### config.mk
export PLATFORM = sky130hd
export DESIGN_NAME = mf3_queue
export DESIGN_NICKNAME = d
export VERILOG_FILES = /design/src/hw/rtl/mf3_pkg.sv /design/src/hw/rtl/mf3_queue.sv
export SDC_FILE = /design/constraint.sdc
export NUM_CORES = 1
export LEC_CHECK = 0
export ABC_AREA = 1
export CAP_MARGIN = 20
export CORE_UTILIZATION = 40
export CTS_CLUSTER_SIZE = 25
export DETAILED_ROUTE_END_ITERATION = 7
export DONT_BUFFER_PORTS = 1
export HOLD_SLACK_MARGIN = 0.15
export SYNTH_ARGS = -nofsm -noshare
export SYNTH_HDL_FRONTEND = slang
export SYNTH_SLANG_ARGS = --single-unit
### constraint.sdc
create_clock -name clock -period 2.6 [get_ports clock]
set_clock_uncertainty 0.05 [all_clocks]
set_input_delay 0.52 -clock clock [delete_from_list [all_inputs] [get_ports clock]]
set_output_delay 0.52 -clock clock [all_outputs]
set_load 0.01 [all_outputs]
### src/hw/rtl/mf3_pkg.sv
// Shared constants, types and register codes of the 3x3 median filter.
package mf3_pkg;

   // Frame size limits of the line buffers and row counter.
   localparam int MAX_WIDTH  = 1024;
   localparam int MAX_HEIGHT = 1024;

   // Field widths.
   localparam int PIX_W  = 8;
   localparam int DIM_W  = 11;
   localparam int COL_W  = $clog2(MAX_WIDTH);
   localparam int WEFF_W = (DIM_W > $clog2(MAX_WIDTH + 1)) ? DIM_W : $clog2(MAX_WIDTH + 1);
   localparam int HEFF_W = (DIM_W > $clog2(MAX_HEIGHT + 3)) ? DIM_W : $clog2(MAX_HEIGHT + 3);
   localparam int LB_W   = 2 * PIX_W;
   localparam int CLR_W  = $clog2(MAX_WIDTH + 1);

   // Configuration register map.
   localparam int CSR_IDX_W = 1;
   localparam logic [CSR_IDX_W-1:0] REG_IMAGE_WIDTH  = CSR_IDX_W'(0);
   localparam logic [CSR_IDX_W-1:0] REG_IMAGE_HEIGHT = CSR_IDX_W'(1);
   localparam logic [DIM_W-1:0] WIDTH_RESET  = DIM_W'(512);
   localparam logic [DIM_W-1:0] HEIGHT_RESET = DIM_W'(512);

   // Input operation codes.
   localparam logic OP_PIXEL = 1'b0;
   localparam logic OP_DRAIN = 1'b1;

   // Queue between the classifier and the filter datapath.
   localparam int FIFO_DEPTH = 2;
   localparam int FIFO_PTR_W = (FIFO_DEPTH > 1) ? $clog2(FIFO_DEPTH) : 1;
   localparam int FIFO_CNT_W = $clog2(FIFO_DEPTH + 1);

   typedef logic [PIX_W-1:0] pix_type;

   // Nine window values, element r*3+c is row r, column c.
   typedef logic [8:0][PIX_W-1:0] window_type;

   // One classified item on its way to the datapath.
   typedef struct packed {
      pix_type            pixel;
      logic [COL_W-1:0]   column;
      logic               row_ge1;
      logic               row_ge2;
      logic               emit_edge;
      logic               width_one;
      logic               emit_inner;
      logic               column_one;
      logic               last;
   } item_type;

endpackage

### src/hw/rtl/mf3_queue.sv
// Short item queue that decouples the front end from the filter datapath.
module mf3_queue (
   input  logic              clock,
   input  logic              reset,
   input  logic              push,
   input  mf3_pkg::item_type push_item,
   output logic              full,
   input  logic              pop,
   output logic              head_valid,
   output mf3_pkg::item_type head
);
   import mf3_pkg::*;

   item_type                slot_ff [FIFO_DEPTH];
   logic [FIFO_PTR_W-1:0]   wr_ptr_ff, rd_ptr_ff;
   logic [FIFO_CNT_W-1:0]   count_ff;

   assign full       = count_ff == FIFO_CNT_W'(FIFO_DEPTH);
   assign head_valid = count_ff != '0;
   assign head       = slot_ff[rd_ptr_ff];

   // Storage slots.
   always_ff @(posedge clock) begin
      if (push) begin
         slot_ff[wr_ptr_ff] <= push_item;
      end
   end

   // Pointers and fill count.
   always_ff @(posedge clock) begin
      if (reset) begin
         wr_ptr_ff <= '0;
         rd_ptr_ff <= '0;
         count_ff  <= '0;
      end else begin
         if (push) begin
            wr_ptr_ff <= (wr_ptr_ff == FIFO_PTR_W'(FIFO_DEPTH - 1)) ?
                         '0 : wr_ptr_ff + FIFO_PTR_W'(1);
         end
         if (pop) begin
            rd_ptr_ff <= (rd_ptr_ff == FIFO_PTR_W'(FIFO_DEPTH - 1)) ?
                         '0 : rd_ptr_ff + FIFO_PTR_W'(1);
         end
         if (push && !pop) begin
            count_ff <= count_ff + FIFO_CNT_W'(1);
         end else if (pop && !push) begin
            count_ff <= count_ff - FIFO_CNT_W'(1);
         end
      end
   end

`ifndef SYNTHESIS
   a_no_overflow: assert property (@(posedge clock) disable iff (reset)
      push |-> (!full || pop))
      else $error("queue written while full");

   a_no_underflow: assert property (@(posedge clock) disable iff (reset)
      pop |-> head_valid)
      else $error("queue read while empty");

   a_count_bound: assert property (@(posedge clock) disable iff (reset)
      count_ff <= FIFO_CNT_W'(FIFO_DEPTH))
      else $error("queue count out of range");
`endif

endmodule

# Word-level counts from Yosys, hierarchy flattened
# Memory sizes are Yosys's and may differ from the RTL's. A register that Yosys moved wholly into a read port is not among the register bits.
# Cells that the tools add are included.
# classes
add_sub_neg	4
n_eq_ne	1
n_mux	8
reduce_logical	6
# ops
op	count
$mux W1	6
$mux W2	2
$reduce_bool A2 Y1	2
$add A1 B1 Y1 const B	2
$add A2 B1 Y2 const B	1
$eq A2 B2 Y1 const B	1
$logic_and A1 B1 Y1	2
$logic_not A1 Y1	2
$sub A2 B1 Y2 const B	1
# word_totals
ff_bits	4
mem_bits_rw	50
in_bits	29
word_cells	23
memories	1
# mem_list
name	words	word_bits	rd	rd_ports_with_merged_regs	wr	line_no	text
slot_ff	2	25	1	1	1	mf3_queue.sv:14	item_type slot_ff [FIFO_DEPTH];

# Longest topological paths before layout
# logic_depth
word_depth	4
depth_mapped	8
depth_no_buf	8

# Least setup slack after synthesis
# Ideal clock, no wire load.
# synth_timing
path_type	input to register
start	in push
end	mem slot_ff[0][0] in the netlist's numbering (enable)
t_arrival_ps	1617
required_time_ps	2143
slack_ps	526
cell_stages	2
path_buffers	0
path_cell_list	inv_1 nor2_1
# synth_via
elab_chain_len	2
# synth_rtl
element	line_no	text
start: declaration	mf3_queue.sv:5	input logic push,
$mux W1	mf3_queue.sv:24	if (push) begin
$mux W1 (not written as such)	mf3_queue.sv:25	slot_ff[wr_ptr_ff] <= push_item;
end: declaration	mf3_queue.sv:14	
# No other way between the ends.

==> out/qor.txt <==
Die ar.: 0.00564 mm²
Global-route wire length before repair: 4700 µm
Net Count, Synth: 141
DIE HEIGHT: 75.1 µm
DP Worst Slack: 0.899 ns
Final WL: 3120 µm
CTS resizes: 0
Initial antenna violation count: 0
Max IR drop VDD: 0.327 mV
Period minus WS final: 1.99 ns
Pin count of the biggest net entering global routing: 24
# setup viols final: 0
Hold crit path type: input port to flop
Area growth syn-to-layout: 7.44%
Fmax: 0.501 GHz
Vias: 891
Clk sink count: 55
Worst Path Required: 2.03 ns
Row cnt: 26
Synth Cell Area: 0.00214 mm²
Number of global-route vias before repair: 984
Fin nets: 148
Buffers on Ports: 0
IO Pins: 56
Share of post-route cells with drive strength above 1: 30.3%
Clk buf depth: 2
N_diodes: 0
Core Util, Final: 44.6%
Initial Util: 41.6%
# hold bufs at CTS: 0
Dpl cells: 181
Die W: 75.1 µm
Design area: 0.00229 mm²
Final hold violations: 0
Area contributors post-synth: edfxtp_1 70%, mux2_4 14%, dfxtp_1 4.7%, mux2_2 2.6%, buf_12 1.9%
Worst skew pair latency: 0.29 ns
Total iterations of the first detailed-routing run: 2
Area leader, netlist: edfxtp_1
Period utilisation layout: 76.7%
Worst setup margin: 0.606 ns
GRT overflow: 0
RSZ-0062 raised after global routing: false
Synth unique cells: 16
Yosys reg bits: 55
# DRC: 0
Final Max Slew Viols: 0
TritonCTS clock tree: built
Mapped Cells: 111
DP HPWL: 2300 µm
H-tree levels: 2
Total power: 1.64 mW
Power per cell area: 714 mW/mm²
Max Cap Viol: 0
Yosys top cell area share: 70.3%
Ys Warns: 0
Least-Margin Pin Slew: 0.482 ns
Setup TNS Final: 0 ns
Gr usage total: 12.1%
Critical Path Start Type: flop
Status: finished, final reports clean
Placed standard-cell area: 0.00221 mm²
Setup CP Type: flop to primary output
Normalized max-slew margin: 67.8%
Average size of a mapped cell: 19.2 µm²
Crit Path Max Fanout: 14
Drt first-iter violations: 43
Hold slack: 0.232 ns
Core area: 0.00514 mm²
Sequential-to-total area share from yosys stat: 75.0%
CTS buffer count: 5
Antenna-violating nets left: 0
Post-CTS Setup Bufs: 0
Arr. time, crit path: 1.42 ns
Worst-path clk slew: 0.08 ns
CTS root buf: clkbuf_8
Post-detailed-route wirelength per cell: 16.5 µm
Final Non-Filler Cells: 189
Crit end category: primary output
Gpl congestion: 0.580
# fillers: 471
Via/cell ratio: 4.71
Leak: 0.828 nW
[cells by family (layout without fill, tap and decap cells)]
logic type	count (synthesis)	count (layout)	share of synthesized area (%)
flip-flops	55	55	75.0
multiplexers	25	25	16.7
adder cells (fa/ha/maj)	1	1	0.586
XOR/XNOR	1	1	0.410
buffers and inverters	12	20	3.98
AO/OA/AOI/OAI	2	2	0.468
AND/OR/NAND/NOR	15	15	2.87
[synth_stat cells]
cell type and number:
edfxtp_1 50, mux2_4 20, inv_1 9, nand2_1 6, nor2_1 6, dfxtp_1 5
mux2_2 5, buf_12 2, a21oi_1 1, buf_6 1, ha_1 1, nand3_1 1
nand4_1 1, nor3_1 1, o21ai_0 1, xnor2_1 1
[routing by layer]
metal | vias up | global-route usage [%] | routed length [µm]
met1 | 432 | 10.9 | 1060
met2 | 34 | 22.6 | 1740
met4 | 0 | 5.03 | 45
met3 | 6 | 5.89 | 269
met5 | - | 0 | 0
li1 | 419 | - | -
[power by group]
part           total [mW]  switching [mW]  leakage, nW  internal (mW)
clock network       0.429           0.246       0.0392          0.183
registers            1.04          0.0231        0.511           1.02
logic               0.167          0.0867        0.278         0.0798
total                1.64           0.356        0.828           1.28
[sequential cells by signal (all words and copies together), names as in the netlist, named ones only]
signal     count
wr_ptr_ff      1
count_ff       2
rd_ptr_ff      1
slot_ff       50
[path summary, 6_finish.rpt]
| kind | from | endpoint | slack, ns | cells past startpoint |
|---|---|---|---|---|
| max | flop | head[20] | 0.61 | 2 |
| min | reset | flop | 0.23 | 1 |
| max reg2reg | wr_ptr_ff | slot_ff[0][11] | 1.14 | 2 |
| min reg2reg | wr_ptr_ff | wr_ptr_ff | 0.48 | 2 |
[worst max-delay path, stage by stage, from the launching register on]
cell	delay (ns)
dfxtp_2	0.57
buf_12	0.22
mux2_4	0.33
[placed cells by master, fill, tap and decap left out]
cell	n
ha_1	1
mux2_4	20
edfxtp_1	50
nor3_1	1
nor2_1	5
dfxtp_2	1
o21ai_0	1
a21oi_1	1
buf_12	1
nand2_1	6
clkinvlp_4	1
clkbuf_8	5
mux2_2	5
buf_4	2
nand3_1	1
nor2_2	1
xnor2_1	1
clkinv_1	2
inv_1	9
nand4_1	1
dfxtp_1	4
[layout make-up]
cell class                 instances  area [µm²]  share of cell area, %
sequential                        55        1600                   69.8
multi-input combinational         44         452                   19.7
tap                               70        87.6                   3.82
clock buffer                       5        68.8                   3.00
timing repair buffer               3        35.0                   1.53
inverter                           9        33.8                   1.47
clock inverter                     3        15.0                  0.654
No activity file was read; power rests on OpenSTA's default activity.
