$ cat config.mk
export PLATFORM = sky130hd
export DESIGN_NAME = mf3_front_flat
export DESIGN_NICKNAME = d
export VERILOG_FILES = /design/src/hw/rtl/mf3_pkg.sv /design/src/hw/rtl/mf3_if.sv /design/src/hw/rtl/mf3_front.sv /design/src/flat_wrapper.sv
export SDC_FILE = /design/constraint.sdc
export NUM_CORES = 1
export LEC_CHECK = 0
export ABC_AREA = 1
export BUFFER_PORTS_ARGS = -buffer_cell sky130_fd_sc_hd__clkbuf_2
export CORE_ASPECT_RATIO = 2
export CORE_UTILIZATION = 40
export DETAILED_ROUTE_END_ITERATION = 10
export PLACE_DENSITY = 0.69
export SLEW_MARGIN = 20
export SYNTH_ARGS = -nofsm -noshare
export SYNTH_HDL_FRONTEND = slang
export SYNTH_SLANG_ARGS = --single-unit
$ cat constraint.sdc
create_clock -name clock -period 11.1 [get_ports clock]
set_clock_uncertainty 0.15 [all_clocks]
set_input_delay 0.555 -clock clock [delete_from_list [all_inputs] [get_ports clock]]
set_output_delay 0.555 -clock clock [all_outputs]
set_load 0.02 [all_outputs]
$ cat src/hw/rtl/mf3_pkg.sv
// Shared constants, types and register codes of the 3x3 median filter.
package mf3_pkg;

   // Frame size limits of the line buffers and row counter.
   localparam int MAX_WIDTH  = 1024;
   localparam int MAX_HEIGHT = 1024;

   // Field widths.
   localparam int PIX_W  = 8;
   localparam int DIM_W  = 11;
   localparam int COL_W  = $clog2(MAX_WIDTH);
   localparam int WEFF_W = (DIM_W > $clog2(MAX_WIDTH + 1)) ? DIM_W : $clog2(MAX_WIDTH + 1);
   localparam int HEFF_W = (DIM_W > $clog2(MAX_HEIGHT + 3)) ? DIM_W : $clog2(MAX_HEIGHT + 3);
   localparam int LB_W   = 2 * PIX_W;
   localparam int CLR_W  = $clog2(MAX_WIDTH + 1);

   // Configuration register map.
   localparam int CSR_IDX_W = 1;
   localparam logic [CSR_IDX_W-1:0] REG_IMAGE_WIDTH  = CSR_IDX_W'(0);
   localparam logic [CSR_IDX_W-1:0] REG_IMAGE_HEIGHT = CSR_IDX_W'(1);
   localparam logic [DIM_W-1:0] WIDTH_RESET  = DIM_W'(512);
   localparam logic [DIM_W-1:0] HEIGHT_RESET = DIM_W'(512);

   // Input operation codes.
   localparam logic OP_PIXEL = 1'b0;
   localparam logic OP_DRAIN = 1'b1;

   // Queue between the classifier and the filter datapath.
   localparam int FIFO_DEPTH = 2;
   localparam int FIFO_PTR_W = (FIFO_DEPTH > 1) ? $clog2(FIFO_DEPTH) : 1;
   localparam int FIFO_CNT_W = $clog2(FIFO_DEPTH + 1);

   typedef logic [PIX_W-1:0] pix_type;

   // Nine window values, element r*3+c is row r, column c.
   typedef logic [8:0][PIX_W-1:0] window_type;

   // One classified item on its way to the datapath.
   typedef struct packed {
      pix_type            pixel;
      logic [COL_W-1:0]   column;
      logic               row_ge1;
      logic               row_ge2;
      logic               emit_edge;
      logic               width_one;
      logic               emit_inner;
      logic               column_one;
      logic               last;
   } item_type;

endpackage

$ cat src/hw/rtl/mf3_if.sv
// Handshake channel interfaces for pixels, results and register writes.
interface mf3_req_if;
   import mf3_pkg::*;
   logic          valid;
   logic          ready;
   logic          operation;
   logic [PIX_W-1:0] pixel_value;
   modport source (output valid, output operation, output pixel_value, input ready);
   modport sink   (input valid, input operation, input pixel_value, output ready);
endinterface


interface mf3_csr_if;
   import mf3_pkg::*;
   logic                 valid;
   logic                 ready;
   logic [CSR_IDX_W-1:0] index;
   logic [DIM_W-1:0]     data;
   modport source (output valid, output index, output data, input ready);
   modport sink   (input valid, input index, input data, output ready);
endinterface

$ cat src/hw/rtl/mf3_front.sv
// Front end: configuration registers, stream position tracking and item classification.
module mf3_front (
   input  logic              clock,
   input  logic              reset,
   mf3_req_if.sink           req_chan,
   mf3_csr_if.sink           csr_chan,
   input  logic              clear_busy,
   input  logic              queue_full,
   output logic              push,
   output mf3_pkg::item_type push_item
);
   import mf3_pkg::*;

   logic [DIM_W-1:0]  width_ff;
   logic [DIM_W-1:0]  height_ff;
   logic [COL_W-1:0]  col_ff, col_in;
   logic [HEFF_W-1:0] row_ff, row_in;

   logic [WEFF_W-1:0] width_ext, w_eff, col_next_ext;
   logic [HEFF_W-1:0] height_ext, h_eff, h_plus1, row_step, cur_row;
   logic [COL_W-1:0]  cur_col;
   logic              col_wrap, restart, in_image, row_ge1, row_ge2;
   logic              emit_edge, emit_inner, last;

   // Register writes are always taken in the cycle they are offered.
   assign csr_chan.ready = 1'b1;

   always_ff @(posedge clock) begin
      if (reset) begin
         width_ff  <= WIDTH_RESET;
         height_ff <= HEIGHT_RESET;
      end else if (csr_chan.valid) begin
         unique case (csr_chan.index)
            REG_IMAGE_WIDTH:  width_ff  <= csr_chan.data;
            REG_IMAGE_HEIGHT: height_ff <= csr_chan.data;
            default: ;
         endcase
      end
   end

   // Effective frame size: zero counts as one, large values saturate.
   assign width_ext  = WEFF_W'(width_ff);
   assign height_ext = HEFF_W'(height_ff);
   assign w_eff = (width_ff == '0) ? WEFF_W'(1) :
                  (width_ext > WEFF_W'(MAX_WIDTH)) ? WEFF_W'(MAX_WIDTH) : width_ext;
   assign h_eff = (height_ff == '0) ? HEFF_W'(1) :
                  (height_ext > HEFF_W'(MAX_HEIGHT)) ? HEFF_W'(MAX_HEIGHT) : height_ext;
   assign h_plus1 = h_eff + HEFF_W'(1);

   // Position of this item, after any wrap forced by a size change.
   assign col_wrap = WEFF_W'(col_ff) >= w_eff;
   assign row_step = col_wrap ? row_ff + HEFF_W'(1) : row_ff;
   assign restart  = row_step > h_plus1;
   assign cur_row  = restart ? '0 : row_step;
   assign cur_col  = (restart || col_wrap) ? '0 : col_ff;

   // Classification of the item.
   assign row_ge1    = cur_row != '0;
   assign row_ge2    = cur_row >= HEFF_W'(2);
   assign in_image   = cur_row < h_eff;
   assign emit_edge  = (cur_col == '0) && row_ge2;
   assign emit_inner = (cur_col != '0) && row_ge1;
   assign last       = emit_edge && (cur_row == h_plus1);

   always_comb begin
      push_item            = '0;
      push_item.pixel      = (req_chan.operation == OP_DRAIN || !in_image) ?
                             '0 : req_chan.pixel_value;
      push_item.column     = cur_col;
      push_item.row_ge1    = row_ge1;
      push_item.row_ge2    = row_ge2;
      push_item.emit_edge  = emit_edge;
      push_item.width_one  = w_eff == WEFF_W'(1);
      push_item.emit_inner = emit_inner;
      push_item.column_one = cur_col == COL_W'(1);
      push_item.last       = last;
   end

   // Position of the next item.
   assign col_next_ext = WEFF_W'(cur_col) + WEFF_W'(1);

   always_comb begin
      if (last) begin
         col_in = '0;
         row_in = '0;
      end else if (col_next_ext >= w_eff) begin
         col_in = '0;
         row_in = cur_row + HEFF_W'(1);
      end else begin
         col_in = col_next_ext[COL_W-1:0];
         row_in = cur_row;
      end
   end

   assign req_chan.ready = !queue_full && !clear_busy;
   assign push = req_chan.valid && req_chan.ready;

   always_ff @(posedge clock) begin
      if (reset) begin
         col_ff <= '0;
         row_ff <= '0;
      end else if (push) begin
         col_ff <= col_in;
         row_ff <= row_in;
      end
   end

endmodule

$ cat src/flat_wrapper.sv
// flat-port wrapper written by rule: the top's interface ports become plain ports
module mf3_front_flat import mf3_pkg::*;
  (clock, reset, clear_busy, queue_full, push, push_item, req_chan_valid, req_chan_operation, req_chan_pixel_value, req_chan_ready, csr_chan_valid, csr_chan_index, csr_chan_data, csr_chan_ready);
  mf3_req_if req_chan_i ();
  mf3_csr_if csr_chan_i ();
  input  logic clock;
  input  logic reset;
  input  logic clear_busy;
  input  logic queue_full;
  output logic push;
  output mf3_pkg::item_type push_item;
  input wire logic [$bits(req_chan_i.valid)-1:0] req_chan_valid;
  input wire logic [$bits(req_chan_i.operation)-1:0] req_chan_operation;
  input wire logic [$bits(req_chan_i.pixel_value)-1:0] req_chan_pixel_value;
  output wire logic [$bits(req_chan_i.ready)-1:0] req_chan_ready;
  input wire logic [$bits(csr_chan_i.valid)-1:0] csr_chan_valid;
  input wire logic [$bits(csr_chan_i.index)-1:0] csr_chan_index;
  input wire logic [$bits(csr_chan_i.data)-1:0] csr_chan_data;
  output wire logic [$bits(csr_chan_i.ready)-1:0] csr_chan_ready;
  assign req_chan_i.valid = req_chan_valid;
  assign req_chan_i.operation = req_chan_operation;
  assign req_chan_i.pixel_value = req_chan_pixel_value;
  assign req_chan_ready = req_chan_i.ready;
  assign csr_chan_i.valid = csr_chan_valid;
  assign csr_chan_i.index = csr_chan_index;
  assign csr_chan_i.data = csr_chan_data;
  assign csr_chan_ready = csr_chan_i.ready;
  mf3_front u_core (.clock(clock), .reset(reset), .req_chan(req_chan_i), .csr_chan(csr_chan_i), .clear_busy(clear_busy), .queue_full(queue_full), .push(push), .push_item(push_item));
endmodule
==> After elaboration in Yosys (flattened, before gate mapping) <==
Index checks and enable logic that the tools add are counted.
{ "classes": {"addsub": 4, "magnitude_cmp": 7, "n_eq_ne": 3, "n_mux": 12, "bitwise": 1, "reduce_logical": 17} }
{ "op_table": {"columns": ["op", "n"], "rows": [
  ["11-bit 2-to-1 mux", 8],
  ["11-bit by 1-bit adder with 11-bit output (second input constant)", 3],
  ["10-bit 2-to-1 mux", 3],
  ["11-bit greater-than comparator (second input constant)", 2],
  ["11-bit zero test", 2],
  ["10-bit by 1-bit adder with 11-bit output (second input constant)", 1],
  ["11-bit by 1-bit equality test with 1-bit output (second input constant)", 1],
  ["11-bit equality test", 1],
  ["10-bit by 11-bit greater-or-equal comparator with 1-bit output", 1],
  ["11-bit greater-or-equal comparator", 1],
  ["11-bit by 2-bit greater-or-equal comparator with 1-bit output (second input constant)", 1],
  ["11-bit greater-than comparator", 1],
  ["11-bit less-than comparator", 1],
  ["11-bit nonzero test", 1],
  ["10-bit by 1-bit equality test with 1-bit output (second input constant)", 1],
  ["10-bit zero test", 1],
  ["10-bit nonzero test", 1],
  ["8-bit 2-to-1 mux", 1],
  ["1-bit logical AND", 5],
  ["2-bit AND reduction", 2],
  ["1-bit zero test", 3],
  ["1-bit logical OR", 2],
  ["1-bit NOT", 1]
]} }
{ "totals": {"ff_bits": 43, "wordCells": 48} }

==> Longest topological paths before layout <==
{ "logic_depth": {"word_depth": 12, "ltp_mapped": 48} }

==> Least setup slack after synthesis <==
Ideal clock, no wire load.
{ "synth_path": {"kind": "reg2reg", "from": "register u_core.width_ff[0], in the netlist u_core.width_ext[0]", "to": "register u_core.col_ff[2]", "arrival_ps": 5610, "t_required_ps": 10879, "path_slack_ps": 5269, "stages_incl_launch_ff": 44, "synth_period_minus_slack_ps": 5831, "cell_sequence": "dfxtp_1 nor4_1 and2_1 a21oi_1 clkinv_1 nand2_1 ha_1 nand2_1 inv_1 nand2_1 nand2_1 nand2_1 nand4_4 buf_12 nand2_1 nand2_2 inv_1 ha_1 (+8 left out) nand2_1 nor2_2 nand2_1 nor2_1 nand3_1 nand2_1 inv_1 ha_1 a21oi_1 o21a_1 nand3_1 nor2_1 inv_1 nor2_1 inv_1 nor2_1 nand2_1 a21oi_1"} }
{ "synth_rtl": {"columns": ["item", "line", "rtl"], "rows": [
  ["start: declaration", "mf3_front.sv:14", "logic [DIM_W-1:0] width_ff;"],
  ["start signal: assignment", "mf3_front.sv:34", "REG_IMAGE_WIDTH: width_ff <= csr_chan.data;"],
  ["end signal: assignment", "mf3_front.sv:103", "col_ff <= col_in;"],
  ["end: declaration", "mf3_front.sv:16", "logic [COL_W-1:0] col_ff, col_in;"]
]} }

==> Final worst setup path <==
{ "layout_path": {"from": "register u_core.width_ff[0], in the netlist u_core.width_ext[0]", "to": "register u_core.col_ff[2]"} }
{ "layout_via": {"elab_chain_cells": 12, "word_cells_on_any_way": 19} }
{ "layout_rtl": {"columns": ["item", "line", "rtl"], "rows": [
  ["11-bit greater-than comparator", "mf3_front.sv:45", "(width_ext > WEFF_W'(MAX_WIDTH)) ? WEFF_W'(MAX_WIDTH) : width_ext;"],
  ["11-bit 2-to-1 mux", "mf3_front.sv:45", null],
  ["11-bit 2-to-1 mux *", "mf3_front.sv:44", "assign w_eff = (width_ff == '0) ? WEFF_W'(1) :"],
  ["10-bit by 11-bit greater-or-equal comparator with 1-bit output", "mf3_front.sv:51", "assign col_wrap = WEFF_W'(col_ff) >= w_eff;"],
  ["11-bit 2-to-1 mux", "mf3_front.sv:52", "assign row_step = col_wrap ? row_ff + HEFF_W'(1) : row_ff;"],
  ["11-bit greater-than comparator", "mf3_front.sv:53", "assign restart = row_step > h_plus1;"],
  ["1-bit logical OR", "mf3_front.sv:55", "assign cur_col = (restart || col_wrap) ? '0 : col_ff;"],
  ["10-bit 2-to-1 mux", "mf3_front.sv:55", null],
  ["10-bit by 1-bit adder with 11-bit output / 10-bit zero test (equally long branches)", "mf3_front.sv:80, mf3_front.sv:61", null],
  ["11-bit greater-or-equal comparator / 1-bit logical AND (equally long branches)", "mf3_front.sv:86, mf3_front.sv:61", null],
  ["10-bit 2-to-1 mux / 1-bit logical AND (equally long branches)", "mf3_front.sv:86, mf3_front.sv:63", null],
  ["10-bit 2-to-1 mux *", "mf3_front.sv:83", "if (last) begin"]
]} }
Mark *: on every way between the ends. The rest lies on a longest branch, timed or not.
A chain may end at the register's enable or synchronous reset.

==> impl_results.md <==
* Sequential area share after synthesis at around 18%
* Layout Utilization at 45.48%
* Die area at 0.01232 mm2
* Layout cells sized above 1 at 18.26%
* Total power draw at 0.5983 mW
* Wire per inst at 14.93 um
* Post-detail-place hpwl at 11630 um
* Initial antenna violation count at 0
* Yosys warning count at 0
* Netlist cell types at 42
* Pwr Density at approximately 120 mW/mm2
* Status: finished clean
* Final hold slack at 0.3327 ns
* Placed Area at roughly 0.005 mm2
* Critical path type: flip-flop to flip-flop
* # DRC at 0
* Hold Path Class: flip-flop to flip-flop
* Leading cell type in the layout, fill and taps excluded: nand2_1
* Highest-delay cell along the critical path: nor2_1
* Final hold vios at 0
* CP Launch Type: flip-flop
* Vias per inst at between 5 and 6
* VDD IR max at 0.07086 mV
* Die X at 79 um
* Commonest cells after routing, fill and taps aside: 177 x nand2_1, 98 x nor2_1, 95 x inv_1, 53 x clkbuf_2, 51 x ha_1
* Die Y at approximately 160 um
* Rows at 55
* Core ar. at 0.01142 mm2
* GRT Resource Usage Total at 23.98%
* Total CTS buffers at 5
* Synth Register Bits at 43
* Arr. time, crit path at 7.43 ns
* Post-synth ARST share at 0%
* Starting density of the core at 41.52%
* Final WL at about 14000 um
* Area delta synth->final at 9.523%
* Max cap viols at 0
* Max incr delay on CP at between 0.5 and 0.6 ns
* Root buf cell: clkbuf_16
* Pin count of the biggest net entering global routing at 25
* Final instance area at between 0.005 and 0.006 mm2
* IO Pins at 55
* Number of flops mapped to enable cells by yosys at 0
* CP top delay family: simple AND/OR/NAND/NOR gates
* Reg clk slew, reported paths at 0.06 ns
* Detailed router's first-iteration violation count at 246
* Setup TNS at 0 ns
* Grt total ovfl at 0
* Non-filler cells, final at 936
* Synth top area share at 18.15%
* PostCTS Resize Cnt at 0
* Port bufs at 53
* Vias in the first global route at 4892
* First-pass GRT wire length at 22720 um
* Final #Nets at 871
* CP Max Fanout at 13
* Via count at slightly below 5000
* GP Congestion at roughly 0.97
* H-tree depth at 2
* Placed Cells at 928
* Crit path from: u_core.width_ext[0]
* Worst flop-to-flop path startpoint: u_core.width_ext[0]
* Fmax at approximately 140 MHz
* Antenna-violating nets left at 0
* Post-synth top area cell: dfxtp_1
* RSZ-0062 raised after global routing: false
* Synth top area cells: dfxtp_1 18%, nand2_1 14%, ha_1 13%
* Final min period at between 7 and 8 ns
* Mapped cell area at roughly 0.0047 mm2
* Avg Synthesized Cell Area at 6.291 um2
* Final worst slack at 3.723 ns
* Final worst path period share at 66.46%
* Post-synthesis instance total at 754
* CTS Hold Bufs at 0
* CTS Sinks at 43
* Leak pwr at 2.574 nW
* Final setup fails at 0
* Setup WS pre-CTS at 3.837 ns
* CP Capture Type: flip-flop
* WP buf/inv at 4
* CTS Buffer Depth at 2
* Clock tree from TritonCTS: done
* Post-synthesis net count at 832
* Slew headroom at 47.68%
* Critical Path RT at 11.16 ns
* Post-CTS Setup Inserts at 0
* Least-Margin Pin Slew at 0.7828 ns
* Post-synth top flop: dfxtp_1
* Hold path startpoint: u_core.col_ff[0]
* Diodes inserted at 0
* Initial DRT Pass Iterations at 7
* Final Max Tran Viols at 0
* Clk_lat worst skew at between 0.2 and 0.3 ns
-- area by class of cell --
| type | count | area [um2] |
|---|---|---|
| fillers | 1289 | 6228 |
| multi-input cells | 581 | 3326 |
| flip-flops and latches | 43 | 860.8 |
| inverters | 109 | 409.1 |
| repair buffers | 53 | 265.3 |
| well taps | 142 | 177.7 |
| clock buffers | 8 | 156.4 |
-- power breakdown --
| part | total (mW) | switching [mW] | internal, mW |
|---|---|---|---|
| sequential | 0.168 | 0.00722 | 0.161 |
| combinational | 0.273 | 0.188 | 0.0852 |
| clock | 0.157 | 0.0610 | 0.0959 |
-- path summary, 6_finish.rpt --
check / to / slack (ns) / cells past startpoint
max: u_core.col_ff[2] / 3.72 / 39
min: u_core.col_ff[0] / 0.33 / 2
max reg2reg: u_core.col_ff[2] / 3.72 / 39
min reg2reg: u_core.col_ff[0] / 0.33 / 2
-- cell usage after synthesis, drive strengths merged, types with 2 or more instances --
master / number
o21a: 2
clkinv: 2
ha: 51
nand3: 48
nand4: 26
xnor2: 2
clkbuf: 9
a21oi: 58
inv: 107
buf: 12
nand2: 201
o21ai: 46
nor3: 7
xor2: 12
and2: 2
nor4: 3
nor2: 116
dfxtp: 43
-- flip-flops by register name (all words and copies together) (netlist names) --
name               flops
u_core.height_ext     11
u_core.row_ff         11
u_core.width_ext      11
u_core.col_ff         10
-- logic make-up after synthesis --
| logic type | Yosys count | share of synthesized area (%) |
|---|---|---|
| simple gates | 406 | 40.86 |
| buf+inv | 130 | 11.74 |
| compound gates | 109 | 13.14 |
| fa+ha+maj | 51 | 13.45 |
| flops | 43 | 18.15 |
| xor+xnor | 14 | 2.585 |
| other cells | 1 | 0.07906 |
-- per-layer routing --
layer  GRT usage (%)  wire length [um]  share of wire [%]
met5               0                 0                  0
met4           18.96              1092                7.8
met3           2.398               318                2.3
met1           20.63              4688                 34
met2           47.66              7875                 56
-- worst reg2reg max path: cells and delay by family (launching register included) --
| family | cells | cell delay [ns] |
|---|---|---|
| AOI/OAI and AO/OA | 6 | 0.75 |
| adders and majority gates | 4 | 1.18 |
| buffers and inverters | 4 | 0.42 |
| DFF | 1 | 0.32 |
| and+or+nand+nor | 25 | 4.52 |
(Power assumes the default switching activity.)
